$ cat src/rtl/tkpq_pkg.sv
// ----------------------------------------------------------------------------
// tkpq_pkg: shared types and codes for the two-key priority queue
// Entry layout, operation and status codes, cell command and sequencer states.
// ----------------------------------------------------------------------------
`default_nettype none

package tkpq_pkg;

  localparam int TAG_W = 16;
  localparam int SEV_W = 8;
  localparam int DUR_W = 16;
  localparam int STATUS_W = 2;

  // operation codes
  localparam logic FN_INSERT = 1'b0;
  localparam logic FN_REMOVE = 1'b1;

  // status codes
  localparam logic [STATUS_W-1:0] ST_DONE  = 2'd0;
  localparam logic [STATUS_W-1:0] ST_FULL  = 2'd1;
  localparam logic [STATUS_W-1:0] ST_EMPTY = 2'd2;

  typedef struct packed {
    logic [TAG_W-1:0] tag;
    logic [SEV_W-1:0] severity;
    logic [DUR_W-1:0] duration;
  } entry_t;

  // command broadcast to every cell of the chain
  typedef struct packed {
    logic ins;
    logic rem;
  } cell_cmd_t;

  typedef enum logic {
    PQ_IDLE,
    PQ_SETTLE
  } pq_state_t;

endpackage : tkpq_pkg

`default_nettype wire

$ cat src/rtl/tkpq_cell.sv
// ----------------------------------------------------------------------------
// tkpq_cell: one slot of the sorted chain
// Holds one entry, compares it with the incoming entry and shifts toward the
// tail on insert or toward the head on remove.
// ----------------------------------------------------------------------------
`default_nettype none

module tkpq_cell
  import tkpq_pkg::*;
(
  input  wire             clk,
  input  wire             rst_n,
  input  wire cell_cmd_t  cmd,
  input  wire entry_t     new_entry,
  input  wire             prev_valid,
  input  wire entry_t     prev_entry,
  input  wire             prev_beats,
  input  wire             next_valid,
  input  wire entry_t     next_entry,
  output logic            valid,
  output entry_t          entry,
  output logic            beats
);

  logic   valid_r;
  logic   valid_nxt;
  entry_t entry_r;
  entry_t entry_nxt;

  // new entry goes ahead of this slot; equal keys keep arrival order
  always_comb begin
    beats = !valid_r ||
            (new_entry.severity > entry_r.severity) ||
            ((new_entry.severity == entry_r.severity) &&
             (new_entry.duration < entry_r.duration));
  end

  always_comb begin
    valid_nxt = valid_r;
    entry_nxt = entry_r;
    if (cmd.ins) begin
      if (prev_beats) begin
        valid_nxt = prev_valid;
        entry_nxt = prev_entry;
      end else if (beats) begin
        valid_nxt = 1'b1;
        entry_nxt = new_entry;
      end
    end else if (cmd.rem) begin
      valid_nxt = next_valid;
      entry_nxt = next_entry;
    end
  end

  always_ff @(posedge clk) begin
    if (!rst_n) begin
      valid_r <= 1'b0;
    end else begin
      valid_r <= valid_nxt;
    end
  end

  always_ff @(posedge clk) begin
    entry_r <= entry_nxt;
  end

  assign valid = valid_r;
  assign entry = entry_r;

endmodule : tkpq_cell

`default_nettype wire

$ cat config.mk
export PLATFORM = sky130hd
export DESIGN_NAME = tkpq_cell
export DESIGN_NICKNAME = d
export VERILOG_FILES = /design/src/rtl/tkpq_pkg.sv /design/src/rtl/tkpq_cell.sv
export SDC_FILE = /design/constraint.sdc
export NUM_CORES = 1
export LEC_CHECK = 0
export BUFFER_PORTS_ARGS = -buffer_cell sky130_fd_sc_hd__buf_2
export CORE_UTILIZATION = 25
export CTS_CLUSTER_DIAMETER = 60
export DETAILED_ROUTE_END_ITERATION = 12
export GPL_TIMING_DRIVEN = 0
export REMOVE_ABC_BUFFERS = 1
export SLEW_MARGIN = 0
export SYNTH_ARGS = -nofsm -noshare
export SYNTH_HDL_FRONTEND = slang
export SYNTH_SLANG_ARGS = --single-unit
$ cat constraint.sdc
create_clock -name clk -period 4.7 [get_ports clk]
set_clock_uncertainty 0.15 [all_clocks]
set_input_delay 0.94 -clock clk [delete_from_list [all_inputs] [get_ports clk]]
set_output_delay 0.94 -clock clk [all_outputs]
set_load 0.02 [all_outputs]
==> results.ini <==
[run_status]
status = complete, no violations

[run]
drv_cap = 0

[setup_path]
cp.arrival_ns = 2.40
critical_path.max_fanout = 3
startpoint_type = input port
slowest_stage = nor4_4
path_cells = buf_2, ha_1, nand4_1, nor4_4, o2111ai_2, nand2_1, buf_2
slowest_delay_ns = 0.34
end_kind = output pin
path_common_cell = buf_2
critPathRequiredTime_ns = 3.61
criticalPathCategory = input port to output pin

[timing]
setup_viol = 0
fin_crit_sh_pct = 74.2
period_needed_ns = 3.49
fmax_mhz = 287
rsz0062_at_grt = no
drv_slew = 0
hold_violations = 0
worstMarginPinSlew_ns = 1.26
tns_ns = 0
timing.final.ws_setup_ns = 1.21
max_slew_margin_pct = 16.2

[power]
p_sw_share_pct = 29.5
irDropWorstVdd_v = 0.000147
p_comb_share_pct = 27.5
seqPwrFrac_pct = 41.3
p_clk_share_pct = 31.2
p_leak_uw = 0.00191
cellPowerDensity_nw_per_um2 = 292
p_switching_uw = 332
internal_power_uw = 794

[clock_network]
clock-sinks = 41
holdBufCountCts = 0
postCtsResizedCells = 0
clk_transition_reported_paths_ns = 0.09
cts-buffers-inserted = 5
cts_max_level = 2
cts_tree = built
postCtsSetupBuffers = 0
cts-root-buf = clkbuf_8
clk_path_buf_depth = 2
clk_latency_ns = 0.30

[synthesis]
muxShareOfSynthArea_pct = 15.1
synth.area.top_cells = edfxtp_1 (44%), mux2i_1 (15%), ha_1 (11%), a21oi_1 (7.9%), nor2_1 (6.2%)
synth.distinct_cells = 30
synthAdderAreaFrac_pct = 10.6
synthesis.area_um2 = 2730
synth-simple-area-share_pct = 11.2
yosys_warnings = 0
synth_compound_area_share_pct = 12.8
synth_xor_area_share_pct = 0
yosys_register_bits = 41
synth_ff_type = edfxtp_1
synthCells = 265
synthArstFlopShare_pct = 0
yosysTopAreaCell = edfxtp_1
yosysSeqAreaShare_pct = 44.8
synth_top_family_by_area = multiplexers
avgSynthCellArea_um2 = 10.3
yosys.area.top_type_share_pct = 44.1
synth_edf_count = 40

[floorplan]
coreArea_um2 = 10500
die_w_um = 106
rows = 37
io-pin-count = 169
die_area_um2 = 11300
die_h_um = 106
start_util_pct = 26.0

[grt]
antenna_found_initial = 0
grt-ovfl-total = 0
grt_pass1_vias = 2386
grtUsageTotal_pct = 12.7
grt_start_max_net_pins = 85
grt_pass1_wl_mm = 11.1

[layout]
post-route-util_pct = 36.8
drive_gt1_share_pct = 43.0
n_antenna_cell = 0
syn_to_final_growth_pct = 41.4
nNetsFinal = 577
layout_commonest_cell = buf_2
layout_common_cells = buf_2 (167), nor2_1 (45), a21oi_1 (43), mux2i_1 (40), edfxtp_1 (40)
final-instance-count-excl-fill = 564

[detailed_routing]
wirelength_mm = 7.15
ant_nets = 0
drtPass1Iterations = 4
drc = 0
vias_per_cell = 4.46
avgRoutedWirePerCell_um = 12.7
drtIter0Drc = 52
vias = 2515

[placement]
dp_hpwl_mm = 5.57
place_inst = 556
post-place-ws_ns = 0.924
port-buffer-count = 168
gp_congestion = 0.696

[min_path]
hold_path_class = flip-flop to flip-flop

[metal layers]
layer,vias up,routed length (um),part of all wire (%),global-route usage [%]
met3,4,540,7.6,3.62
met4,0,64,0.90,4.27
met2,109,3440,48,22.2
met1,1115,3110,43,14.8
li1,1287,-,-,-
met5,-,0,0,0
[kinds of logic (layout without fill, tap and decap cells)]
kind of cell,after synthesis,after routing
and+or+nand+nor,65,65
AOI/OAI and AO/OA,56,56
muxes,41,41
DFF,41,41
buffers and inverters,39,202
adders and majority gates,23,23
[synthesized netlist by cell type (2+ instances only)]
cell	count
nand4_1	4
edfxtp_1	40
o21ai_0	3
o211ai_1	2
nand4b_1	2
clkbuf_1	7
buf_1	3
nand2_1	5
mux2i_1	40
a211oi_1	2
ha_1	23
nor2_1	45
nor3_1	2
buf_2	4
a21oi_1	43
nand3_1	2
inv_1	25
[path summary, 6_finish.rpt]
check,startpoint,end,slack (ns),cells past startpoint
max,new_entry[22],beats,1.21,7
min,valid$_SDFFE_PN0P_,valid$_SDFFE_PN0P_,0.66,2
max reg2reg,entry[21]$_DFFE_PP_,entry[32]$_DFFE_PP_,1.72,7
min reg2reg,valid$_SDFFE_PN0P_,valid$_SDFFE_PN0P_,0.66,2
[stage by stage]
stage	power (uW)	cell area [um2]	hold slack [ns]
after floorplan	640	2670	0.708
after global placement	777	3680	0.613
after detailed placement	789	3720	0.644
after CTS	1150	3850	0.673
after global routing	1190	3850	0.690
final	1130	3850	0.656
[power by group through the flow]
stage               clock, uW  sequential, uW  combinational (uW)
floorplan                   0             524                 117
global placement            0             475                 302
detailed placement          0             474                 315
CTS                       365             466                 316
global route              378             470                 345
finish                    352             465                 310
[critical path: cells and delay by family]
| kind | cells | cell delay, ns |
|---|---|---|
| compound gates | 1 | 0.19 |
| fa+ha+maj | 1 | 0.29 |
| buf+inv | 2 | 0.29 |
| simple gates | 3 | 0.69 |
[layout make-up]
type	instances	area (um2)
clock buffers	5	68.8
clock inverters	3	65.1
fillers	1093	6610
inverters	25	93.8
multi-input cells	185	1360
flip-flops and latches	41	1220
well taps	136	170
repair buffers	169	871
[registers in the layout, summed over array words and instances, names as in the netlist]
| signal | flops |
|---|---|
| entry | 40 |
| valid | 1 |
(Power assumes the default switching activity.)
